### src/rwl_pkg.sv
`default_nettype none

package rwl_pkg;

  // Table geometry and field widths.
  localparam int ZONE_SLOTS  = 64;
  localparam int ZONE_W      = 6;
  localparam int THREAD_W    = 8;
  localparam int READER_W    = 8;
  localparam int COUNT_W     = 32;
  localparam int AVG_W       = 16;
  localparam int TIME_W      = 16;
  localparam int VER_W       = 32;
  localparam int LIMIT_W     = 16;
  localparam int CFG_INDEX_W = 1;
  localparam int CFG_DATA_W  = 16;

  localparam logic [READER_W-1:0] READER_MAX = {READER_W{1'b1}};

  // Divide by ten as a multiply by a rounded-up reciprocal of 2^23 / 10.
  // The sum 9*avg + t fits in 20 bits, well inside the exact range of 2^22.
  localparam int                   AVG_SUM_W   = 20;
  localparam int                   DIV10_SHIFT = 23;
  localparam int                   PROD_W      = 2 * AVG_SUM_W;
  localparam logic [AVG_SUM_W-1:0] DIV10_MUL   = 20'd838861;

  typedef enum logic [2:0] {
    OP_CREATE  = 3'd0,
    OP_REMOVE  = 3'd1,
    OP_ACQUIRE = 3'd2,
    OP_RELEASE = 3'd3,
    OP_RECORD  = 3'd4,
    OP_BUMP    = 3'd5
  } op_e;

  typedef enum logic [1:0] {
    ST_FREE   = 2'd0,
    ST_SHARED = 2'd1,
    ST_EXCL   = 2'd2
  } status_e;

  typedef enum logic [1:0] {
    MODE_READ     = 2'd0,
    MODE_WRITE    = 2'd1,
    MODE_EXCL     = 2'd2,
    MODE_MATERIAL = 2'd3
  } mode_e;

  typedef enum logic [CFG_INDEX_W-1:0] {
    CFG_ENABLE = 1'd0,
    CFG_LIMIT  = 1'd1
  } cfg_reg_e;

  // One entry of the slot memory.
  typedef struct packed {
    status_e              status;
    logic                 owner_valid;
    logic [THREAD_W-1:0]  owner;
    logic [READER_W-1:0]  readers;
    logic [COUNT_W-1:0]   access_cnt;
    logic [COUNT_W-1:0]   conflict_cnt;
    logic [AVG_W-1:0]     average;
    logic                 contention;
    logic [VER_W-1:0]     version;
  } slot_entry_t;

  // One captured operation.
  typedef struct packed {
    logic [2:0]          op;
    logic [ZONE_W-1:0]   zone;
    logic [THREAD_W-1:0] thread_id;
    logic [1:0]          access_mode;
    logic [TIME_W-1:0]   access_time;
    logic                had_conflict;
  } req_t;

  // One result item.
  typedef struct packed {
    logic                ok;
    logic [1:0]          lock_status;
    logic                owner_valid;
    logic [THREAD_W-1:0] owner_thread;
    logic [READER_W-1:0] readers;
    logic                high_contention;
    logic [VER_W-1:0]    version;
    logic [AVG_W-1:0]    average_time;
  } rsp_t;

  // Write-back controls from the update logic to the table.
  typedef struct packed {
    logic entry_we;
    logic valid_we;
    logic valid_val;
  } upd_ctrl_t;

endpackage

`default_nettype wire

### src/rwl_update.sv
`default_nettype none

module rwl_update
  import rwl_pkg::*;
(
  input  wire req_t            req_i,
  input  wire slot_entry_t     entry_i,
  input  wire logic            slot_valid_i,
  input  wire logic            enabled_i,
  input  wire logic [LIMIT_W-1:0] limit_i,
  output slot_entry_t          entry_o,
  output upd_ctrl_t            ctrl_o,
  output rsp_t                 rsp_o
);

  logic                 ok;
  logic                 valid_after;
  slot_entry_t          nxt;
  logic                 shared_mode;
  logic [COUNT_W-1:0]   acc_new;
  logic [COUNT_W-1:0]   con_new;
  logic [AVG_SUM_W-1:0] avg_sum;
  logic [PROD_W-1:0]    avg_prod;
  logic [AVG_W-1:0]     avg_div;
  logic [COUNT_W+3:0]   con_x10;
  logic [READER_W-1:0]  readers_dec;

  assign shared_mode = (mode_e'(req_i.access_mode) inside {MODE_READ, MODE_MATERIAL});

  // Statistics of a recorded access: saturating counters and running average.
  always_comb begin
    acc_new = (entry_i.access_cnt == '1) ? entry_i.access_cnt
                                         : entry_i.access_cnt + COUNT_W'(1);
    con_new = entry_i.conflict_cnt;
    if (req_i.had_conflict && (entry_i.conflict_cnt != '1)) begin
      con_new = entry_i.conflict_cnt + COUNT_W'(1);
    end
    avg_sum  = AVG_SUM_W'({entry_i.average, 3'b000}) + AVG_SUM_W'(entry_i.average)
             + AVG_SUM_W'(req_i.access_time);
    avg_prod = PROD_W'(avg_sum) * PROD_W'(DIV10_MUL);
    avg_div  = avg_prod[DIV10_SHIFT +: AVG_W];
    con_x10  = (COUNT_W + 4)'({con_new, 3'b000}) + (COUNT_W + 4)'({con_new, 1'b0});
  end

  assign readers_dec = (entry_i.readers != '0) ? entry_i.readers - READER_W'(1)
                                               : entry_i.readers;

  // Operation decoder: new slot entry, success flag and valid-bit update.
  always_comb begin
    nxt         = entry_i;
    ok          = 1'b0;
    valid_after = slot_valid_i;
    if (enabled_i) begin
      unique case (op_e'(req_i.op))
        OP_CREATE: begin
          if (!slot_valid_i) begin
            nxt         = '0;
            nxt.status  = ST_FREE;
            ok          = 1'b1;
            valid_after = 1'b1;
          end
        end
        OP_REMOVE: begin
          if (slot_valid_i) begin
            ok          = 1'b1;
            valid_after = 1'b0;
          end
        end
        OP_ACQUIRE: begin
          if (slot_valid_i) begin
            if (shared_mode) begin
              if ((entry_i.status != ST_EXCL) && (entry_i.readers != READER_MAX)) begin
                nxt.readers = entry_i.readers + READER_W'(1);
                nxt.status  = ST_SHARED;
                ok          = 1'b1;
              end
            end else if (entry_i.status == ST_FREE) begin
              nxt.owner       = req_i.thread_id;
              nxt.owner_valid = 1'b1;
              nxt.status      = ST_EXCL;
              ok              = 1'b1;
            end
          end
        end
        OP_RELEASE: begin
          if (slot_valid_i) begin
            if (entry_i.status == ST_EXCL) begin
              if (entry_i.owner_valid && (entry_i.owner == req_i.thread_id)) begin
                nxt.owner       = '0;
                nxt.owner_valid = 1'b0;
                nxt.status      = ST_FREE;
                ok              = 1'b1;
              end
            end else if (entry_i.status == ST_SHARED) begin
              nxt.readers = readers_dec;
              if (readers_dec == '0) begin
                nxt.status = ST_FREE;
              end
              ok = 1'b1;
            end
          end
        end
        OP_RECORD: begin
          if (slot_valid_i) begin
            nxt.access_cnt   = acc_new;
            nxt.conflict_cnt = con_new;
            nxt.average      = (acc_new <= COUNT_W'(1)) ? req_i.access_time : avg_div;
            nxt.contention   = (con_x10 > (COUNT_W + 4)'(acc_new))
                            || (con_new > COUNT_W'(limit_i));
            ok               = 1'b1;
          end
        end
        OP_BUMP: begin
          if (slot_valid_i) begin
            nxt.version = entry_i.version + VER_W'(1);
            ok          = 1'b1;
          end
        end
        default: begin
          ok = 1'b0;
        end
      endcase
    end
  end

  assign entry_o         = nxt;
  assign ctrl_o.entry_we = ok;
  assign ctrl_o.valid_we = ok;
  assign ctrl_o.valid_val = valid_after;

  // Result fields show the slot after the operation, zero if it is empty.
  always_comb begin
    rsp_o    = '0;
    rsp_o.ok = ok;
    if (enabled_i && valid_after) begin
      rsp_o.lock_status     = nxt.status;
      rsp_o.owner_valid     = nxt.owner_valid;
      rsp_o.owner_thread    = nxt.owner_valid ? nxt.owner : '0;
      rsp_o.readers         = nxt.readers;
      rsp_o.high_contention = nxt.contention;
      rsp_o.version         = nxt.version;
      rsp_o.average_time    = nxt.average;
    end
  end

endmodule

`default_nettype wire
### config.mk
export PLATFORM = sky130hd
export DESIGN_NAME = rwl_update
export DESIGN_NICKNAME = d
export VERILOG_FILES = /design/src/rwl_pkg.sv /design/src/rwl_update.sv
export SDC_FILE = /design/constraint.sdc
export NUM_CORES = 1
export LEC_CHECK = 0
export ABC_AREA = 1
export BUFFER_PORTS_ARGS = -buffer_cell sky130_fd_sc_hd__buf_2
export CORE_ASPECT_RATIO = 0.5
export CORE_MARGIN = 2
export CORE_UTILIZATION = 35
export DETAILED_ROUTE_END_ITERATION = 12
export MAX_ROUTING_LAYER = met4
export PLACE_DENSITY = 0.54
export SETUP_SLACK_MARGIN = 0.02
export SYNTH_ARGS = -nofsm -noshare
export SYNTH_HDL_FRONTEND = slang
export SYNTH_SLANG_ARGS = --single-unit
### constraint.sdc
create_clock -name vclk -period 13.1
set_input_delay 1.965 -clock vclk [all_inputs]
set_output_delay 1.965 -clock vclk [all_outputs]
set_load 0.03 [all_outputs]
==> impl_metrics.ini, run 1 <==
[status]
status = completed

[global_route]
use_met3_pct = 3.18
grt_antenna_before_repair = 6
grt-busiest-layer = met2
grt.overflow.total = 0
grt_util_all_layers_pct = 28.3
grt_pass1_wl_mm = 122
grt_pass1_vias = 21000
use_met2_pct = 44.4
grt_start_max_net_pins = 72
grtUsageMet1_pct = 40.3

[worst_hold_path]
hold_path_class = primary input to output port

[worst_setup_path]
cp-startpoint = entry_i[33]
crit_required_ps = 11140
worstSetupPathType = primary input to output port
cpMostUsedCell = nand2_1
slowest_stage = fa_1
cp-end-kind = output port
slowest_delay_ps = 570
cp_max_fo = 4
worstPathArrival_ps = 10560
crit_path_end = rsp_o[15]
startpoint_type = primary input

[placed_design]
hpwl_mm = 69.4
place_congestion = 0.963
port_buffers = 384
dp_slack_ps = 421

[timing]
slew_headroom_pct = 29.8
hold_viol_final = 0
rsz0062_at_grt = no
finalSetupViolations = 0
finalSetupTns_ps = 0
fin_ws_ps = 571
drv_slew = 0
fmax_mhz = 79.8
finalCritPeriodShare_pct = 95.6
worst_slew_pin_slew_ps = 1050
min_period_ps = 12530

[drt]
drtAntennaViolNets = 0
drtPass1Iterations = 6
remaining_drc_errors = 0
viasPerCell = 5.23
post_drt_wl_per_cell_um = 19.3
wl_mm = 80.9
vias = 22000
first_iter_violations = 1883

[job]
drv_cap = 0

[logic_synthesis]
yosys_warnings = 0
syn-cell-area_um2 = 19200
synth_nets = 3777
yosysUniqueCellTypes = 54
syn_avg_cell_area_um2 = 6.09
synth_seq_area_share_pct = 0
synthCells = 3145

[floorplanning]
die_area_um2 = 56700
die_y_um = 169
die_w_um = 335
rows = 60
core-area_um2 = 53900
initial_utilization_pct = 35.5
pin_count = 390

[layout]
nets = 4116
register_area_um2 = 0
clockBufferCount = 0
area_growth_pct = 14.3
seq_cell_count = 0
drive_gt1_share_pct = 13.2
-- critical path, delay by kind of cell --
| kind | cells | cell delay (ps) |
|---|---|---|
| AND/OR/NAND/NOR | 21 | 1780 |
| adder cells (fa/ha/maj) | 10 | 4420 |
| AO/OA/AOI/OAI | 6 | 1220 |
| XOR/XNOR | 1 | 220 |
| buffers and inverters | 10 | 940 |
-- synthesized netlist by cell type (all sizes together), types with 18 or more instances --
cell / instances / area, um^2
a22oi: 24 / 180
nand4: 40 / 250
o21ai: 186 / 935
nand3: 143 / 716
fa: 153 / 3060
a32oi: 23 / 201
buf: 21 / 134
ha: 293 / 3670
xor2: 95 / 832
clkbuf: 53 / 199
a21oi: 202 / 1020
o22ai: 18 / 113
nand2: 731 / 2760
nor3: 39 / 200
nor2: 326 / 1280
xnor2: 27 / 236
inv: 635 / 2380
-- metal layers --
metal  wire length (um)  vias to the layer above
met5                  0                        -
met1              38300                    10400
met3               5760                       64
met4                913                        0
li1                   -                    10800
met2              35900                      710
-- per-stage QoR --
step	instances	cell area, um^2	hold WS, ps	util, %
after floorplan	3145	19200	4130	-
after global placement	4195	21900	4320	40.6
after detailed placement	4195	21900	4330	40.6
after CTS	4195	21900	4330	40.6
after global routing	4199	21900	4340	40.6
final	4200	21900	4320	40.6
-- cell families (layout without fill, tap and decap cells) --
family | after synthesis | after routing | synth area share (%)
AND/OR/NAND/NOR | 1317 | 1317 | 28.5
buffers and inverters | 716 | 1053 | 14.3
AO/OA/AOI/OAI | 542 | 542 | 16.3
adder cells (fa/ha/maj) | 446 | 446 | 35.1
XOR/XNOR | 123 | 123 | 5.70
multiplexers | 1 | 1 | 0.0523
other | 0 | 5 | 0
-- cell usage in the layout (no fill, tap or decap), types with 13 or more instances in the layout --
| cell | Yosys | routed |
|---|---|---|
| a21o_1 | 14 | 14 |
| a21oi_1 | 200 | 200 |
| a22oi_1 | 24 | 24 |
| a32oi_1 | 23 | 23 |
| buf_2 | 5 | 383 |
| buf_4 | 7 | 28 |
| fa_1 | 153 | 153 |
| ha_1 | 293 | 293 |
| inv_1 | 633 | 633 |
| nand2_1 | 723 | 722 |
| nand3_1 | 143 | 143 |
| nand4_1 | 40 | 40 |
| nor2_1 | 313 | 309 |
| nor3_1 | 38 | 38 |
| o211ai_1 | 14 | 14 |
| o21ai_0 | 175 | 175 |
| o21bai_1 | 13 | 13 |
| o22ai_1 | 18 | 18 |
| xnor2_1 | 27 | 27 |
| xor2_1 | 95 | 94 |
-- cell type report --
cell class | count | area, um^2
Fill cell | 6086 | 32000
Timing Repair Buffer | 411 | 2130
Antenna cell | 5 | 12.5
Multi-Input combinational cell | 2429 | 16500
Tap cell | 713 | 892
Inverter | 642 | 2410
-- worst min path at each step --
stage,from,end,slack [ps],cells past startpoint
after floorplan,entry_i[79],entry_o[79],4130,2
after global placement,entry_i[32],entry_o[32],4320,4
after detailed placement,entry_i[32],entry_o[32],4330,4
after CTS,entry_i[32],entry_o[32],4330,4
after global routing,entry_i[32],entry_o[32],4340,4
final,entry_i[32],entry_o[32],4320,4
-- repair_timing --
action | 4_1_cts | 5_1_grt
hold buffers | 0 | 0
setup endpoints to repair | 0 | 16
buffers inserted | 0 | 0
gates resized for setup | 0 | 4
Power of run 1 is left out: the tool's default activity adds up to more than one toggle a clock period on the data nets, which glitch-free logic cannot reach.
==> run 2, diff against run 1 <==
Settings changed: ABC_AREA 1 to not set, PLACE_DENSITY 0.54 to 0.55.
==> impl_metrics.ini, run 2 <==
[status]
status = completed

[global_route]
grt_start_max_net_pins = 55
grt_pass1_wl_mm = 103
grt_util_all_layers_pct = 27.0
grt_antenna_before_repair = 9
grt_pass1_vias = 17000
grt.overflow.total = 0

[worst_setup_path]
worstPathArrival_ps = 10790
worstSetupPathType = primary input to output port
startpoint_type = primary input
cp-end-kind = output port
cp_max_fo = 4
cpMostUsedCell = fa_1
slowest_delay_ps = 540
slowest_stage = fa_1
crit_required_ps = 11140

[timing]
drv_slew = 0
finalSetupViolations = 0
slew_headroom_pct = 23.7
finalCritPeriodShare_pct = 97.4
worst_slew_pin_slew_ps = 1130
min_period_ps = 12760
hold_viol_final = 0
fmax_mhz = 78.4

[layout]
layoutNonFillerInstCount = 3311
nets = 3298
drive_gt1_share_pct = 20.2
final_common_cell = buf_2
multi_input_area_um2 = 15500
layout_common_cells = buf_2, inv_1, ha_1, nand2_1, o21ai_0
area_growth_pct = 19.8
seq_cell_count = 0
fill_cells = 5082
register_area_um2 = 0
clockBufferCount = 0

[placed_design]
place_congestion = 1.04
hpwl_mm = 58.1
post-place-cells = 3297
port_buffers = 384

[floorplanning]
pin_count = 390
die_w_um = 314
die_area_um2 = 49900
rows = 56
core-area_um2 = 47100
die_y_um = 159
initial_utilization_pct = 35.7

[logic_synthesis]
synth.top_cell.area_share_pct = 21.8
synthCells = 2287
synth_seq_area_share_pct = 0
yosys_warnings = 0
yosys.area.top_type = ha_1
synth_nets = 2919
synth_most_common_cell = inv_1
ys_top_cells_by_count = inv_1, ha_1, nand2_1, o21ai_0, fa_1
syn_avg_cell_area_um2 = 7.34
ys_top_cells_by_area = ha_1, fa_1, inv_1
syn-cell-area_um2 = 16800
yosysUniqueCellTypes = 82

[drt]
wl_mm = 67.7
first_iter_violations = 1527
viasPerCell = 5.38
drtPass1Iterations = 6
remaining_drc_errors = 0
post_drt_wl_per_cell_um = 20.5
drtAntennaViolNets = 0
vias = 17800

[clock_tree]
cts_hold_buf = 0

[worst_hold_path]
hold_path_class = primary input to output port

[job]
drv_cap = 0
run 2: worst paths after layout:
check                        from          end  slack [ps]  cells past startpoint
worst max-delay path  entry_i[36]  entry_o[46]         340                     41
worst min-delay path  entry_i[56]  entry_o[56]        4330                      3
run 2: layout make-up:
class | instances | area share [%]
Antenna cell | 9 | 0.112
Tap cell | 638 | 3.97
Timing Repair Buffer | 472 | 12.9
Multi-Input combinational cell | 1879 | 77.1
Inverter | 313 | 5.84
run 2: cell families (layout without fill, tap and decap cells):
group	count (synthesis)	in the layout	synth area share, %
AO/OA/AOI/OAI	540	540	20.1
XOR/XNOR	153	153	7.98
adder cells (fa/ha/maj)	446	446	40.1
buffers and inverters	408	785	9.49
multiplexers	11	11	0.671
other	0	9	0
AND/OR/NAND/NOR	729	729	21.7
run 2: routing by layer:
metal	GRT usage [%]	share of wire (%)	up-vias
met2	44.0	47	528
met4	5.59	2.2	0
li1	-	-	8708
met5	-	0	-
met3	1.18	4.6	68
met1	37.3	46	8508
run 2: per-stage QoR:
stage	util (%)	hold slack, ps	TNS [ps]	cell area, um^2	setup WS [ps]
finish	42.7	4330	0	20100	342
detailed placement	41.9	4330	-1310	19700	-228
CTS	42.0	4320	0	19800	23.9
global route	42.7	4350	-116	20100	-35.9
floorplan	-	4130	0	16800	104
global placement	41.9	4320	-863	19700	-166
run 2: worst max-delay path, delay by kind of cell:
family                   cells  cell delay, ps
XOR/XNOR                     2             330
adder cells (fa/ha/maj)     10            4290
AO/OA/AOI/OAI               14            2600
buffers and inverters       10            1080
AND/OR/NAND/NOR              5             540
run 2: repair_timing:
| item | CTS | global route |
|---|---|---|
| pin swaps | 5 | 42 |
| setup endpoints to repair | 20 | 29 |
| buffers inserted | 0 | 5 |
| resized for setup | 11 | 55 |
Power of run 2 is left out for the same reason.
==> run 3, diff against run 2 <==
--- a/config.mk
+++ b/config.mk
@@ -7,4 +7,5 @@
 export LEC_CHECK = 0
 export BUFFER_PORTS_ARGS = -buffer_cell sky130_fd_sc_hd__buf_2
+export CAP_MARGIN = 20
 export CORE_ASPECT_RATIO = 0.5
 export CORE_MARGIN = 2
==> constraint.sdc (replaced) <==
create_clock -name vclk -period 12.6
set_input_delay 1.89 -clock vclk [all_inputs]
set_output_delay 1.89 -clock vclk [all_outputs]
set_load 0.01 [all_outputs]
==> impl_metrics.ini, run 3 (synthesized netlist as in run 2, its figures left out) <==
[worst_hold_path]
hold_path_end = entry_o[16]
hold_depth = 3
min_from = entry_i[16]
hold_path_class = primary input to output port

[layout]
final_common_cell = buf_2
seq_cell_count = 0
fill_cells = 4960
nets = 3342
multi_input_area_um2 = 15800
drive_gt1_share_pct = 22.8
layout_common_cells = buf_2, inv_1, ha_1, nand2_1, o21ai_0
register_area_um2 = 0
clockBufferCount = 0
area_growth_pct = 23.5

[timing]
slew_headroom_pct = 29.5
fmax_mhz = 80.7
worst_slew_pin_slew_ps = 1060
fin_hold_ws_ps = 4130
finalSetupViolations = 0
drv_slew = 0
hold_viol_final = 0
finalCritPeriodShare_pct = 98.4
min_period_ps = 12390
rsz0062_at_grt = yes

[drt]
drtPass1Iterations = 6
post_drt_wl_per_cell_um = 20.1
drtAntennaViolNets = 0
vias = 18200
first_iter_violations = 1340
wl_mm = 67.3
viasPerCell = 5.41
remaining_drc_errors = 0

[worst_setup_path]
slowest_delay_ps = 570
worst-path-buf-inv = 10
cpLargestDelayFamily = adder cells
cp_max_fo = 4
slowest_stage = fa_1
worstSetupPathType = primary input to output port
startpoint_type = primary input
cp-end-kind = output port
cpMostUsedCell = fa_1
crit_required_ps = 10710
worstPathArrival_ps = 10500

[global_route]
grt_pass1_vias = 17100
grt_util_all_layers_pct = 27.0
grt_start_max_net_pins = 55
grt_pass1_wl_mm = 103
grt_antenna_before_repair = 8
grt.overflow.total = 0

[status]
status = completed

[floorplanning]
die_y_um = 159
die_area_um2 = 49900
pin_count = 390
initial_utilization_pct = 35.7
die_w_um = 314
core-area_um2 = 47100
rows = 56

[placed_design]
place_congestion = 0.979
hpwl_mm = 57.6
port_buffers = 384

[job]
drv_cap = 0

[clock_tree]
cts_hold_buf = 0
run 3: changes by cell type in the layout (fill, tap and decap cells not counted), moves of 3 or more:
cell	previous run	this run
a21oi_2	2	5
inv_1	309	303
ha_1	284	273
o21ai_0	174	170
buf_6	2	6
a21oi_1	121	118
ha_4	9	19
buf_4	90	129
inv_2	2	7
o21ai_1	6	10
xnor2_1	94	90
run 3: per-stage QoR:
stage | worst slack, ps | cells | cell area [um^2] | setup TNS, ps | util [%]
final | 206 | 3354 | 20700 | 0 | 44.0
after global routing | -121 | 3354 | 20700 | -670 | 44.0
after floorplan | 81.7 | 2287 | 16800 | 0 | -
after detailed placement | -651 | 3335 | 20000 | -9080 | 42.5
after global placement | -578 | 3335 | 20000 | -9330 | 42.5
after CTS | 21.9 | 3342 | 20400 | 0 | 43.3
run 3: worst max-delay path by stage:
stage / cells past startpoint / slack [ps] / endpoint / start
finish: 42 / 210 / rsp_o[13] / entry_i[33]
global route: 42 / -120 / rsp_o[13] / entry_i[33]
CTS: 42 / 20 / rsp_o[13] / entry_i[36]
detailed placement: 41 / -650 / rsp_o[14] / req_i[4]
global placement: 41 / -580 / rsp_o[14] / req_i[4]
floorplan: 38 / 80 / rsp_o[14] / req_i[4]
run 3: area by class of cell:
type	count	share of cell area (%)
Multi-Input combinational cell	1879	76.1
Timing Repair Buffer	516	14.2
Inverter	313	5.68
Tap cell	638	3.85
Antenna cell	8	0.0965
run 3: metal layers:
| metal | vias up | share of wire (%) | GRT usage (%) |
|---|---|---|---|
| met5 | - | 0 | - |
| li1 | 8792 | - | - |
| met3 | 102 | 5.8 | 2.86 |
| met2 | 587 | 46 | 43.0 |
| met4 | 0 | 2.8 | 6.79 |
| met1 | 8670 | 45 | 36.5 |
run 3: what timing repair did:
action | CTS | global route
endpoints found under the setup margin | 27 | 31
pin swaps | 38 | 42
buffers inserted | 7 | 5
gates resized for setup | 50 | 65
endpoints found under the hold margin | 0 | 0
Power of run 3 is left out for the same reason.
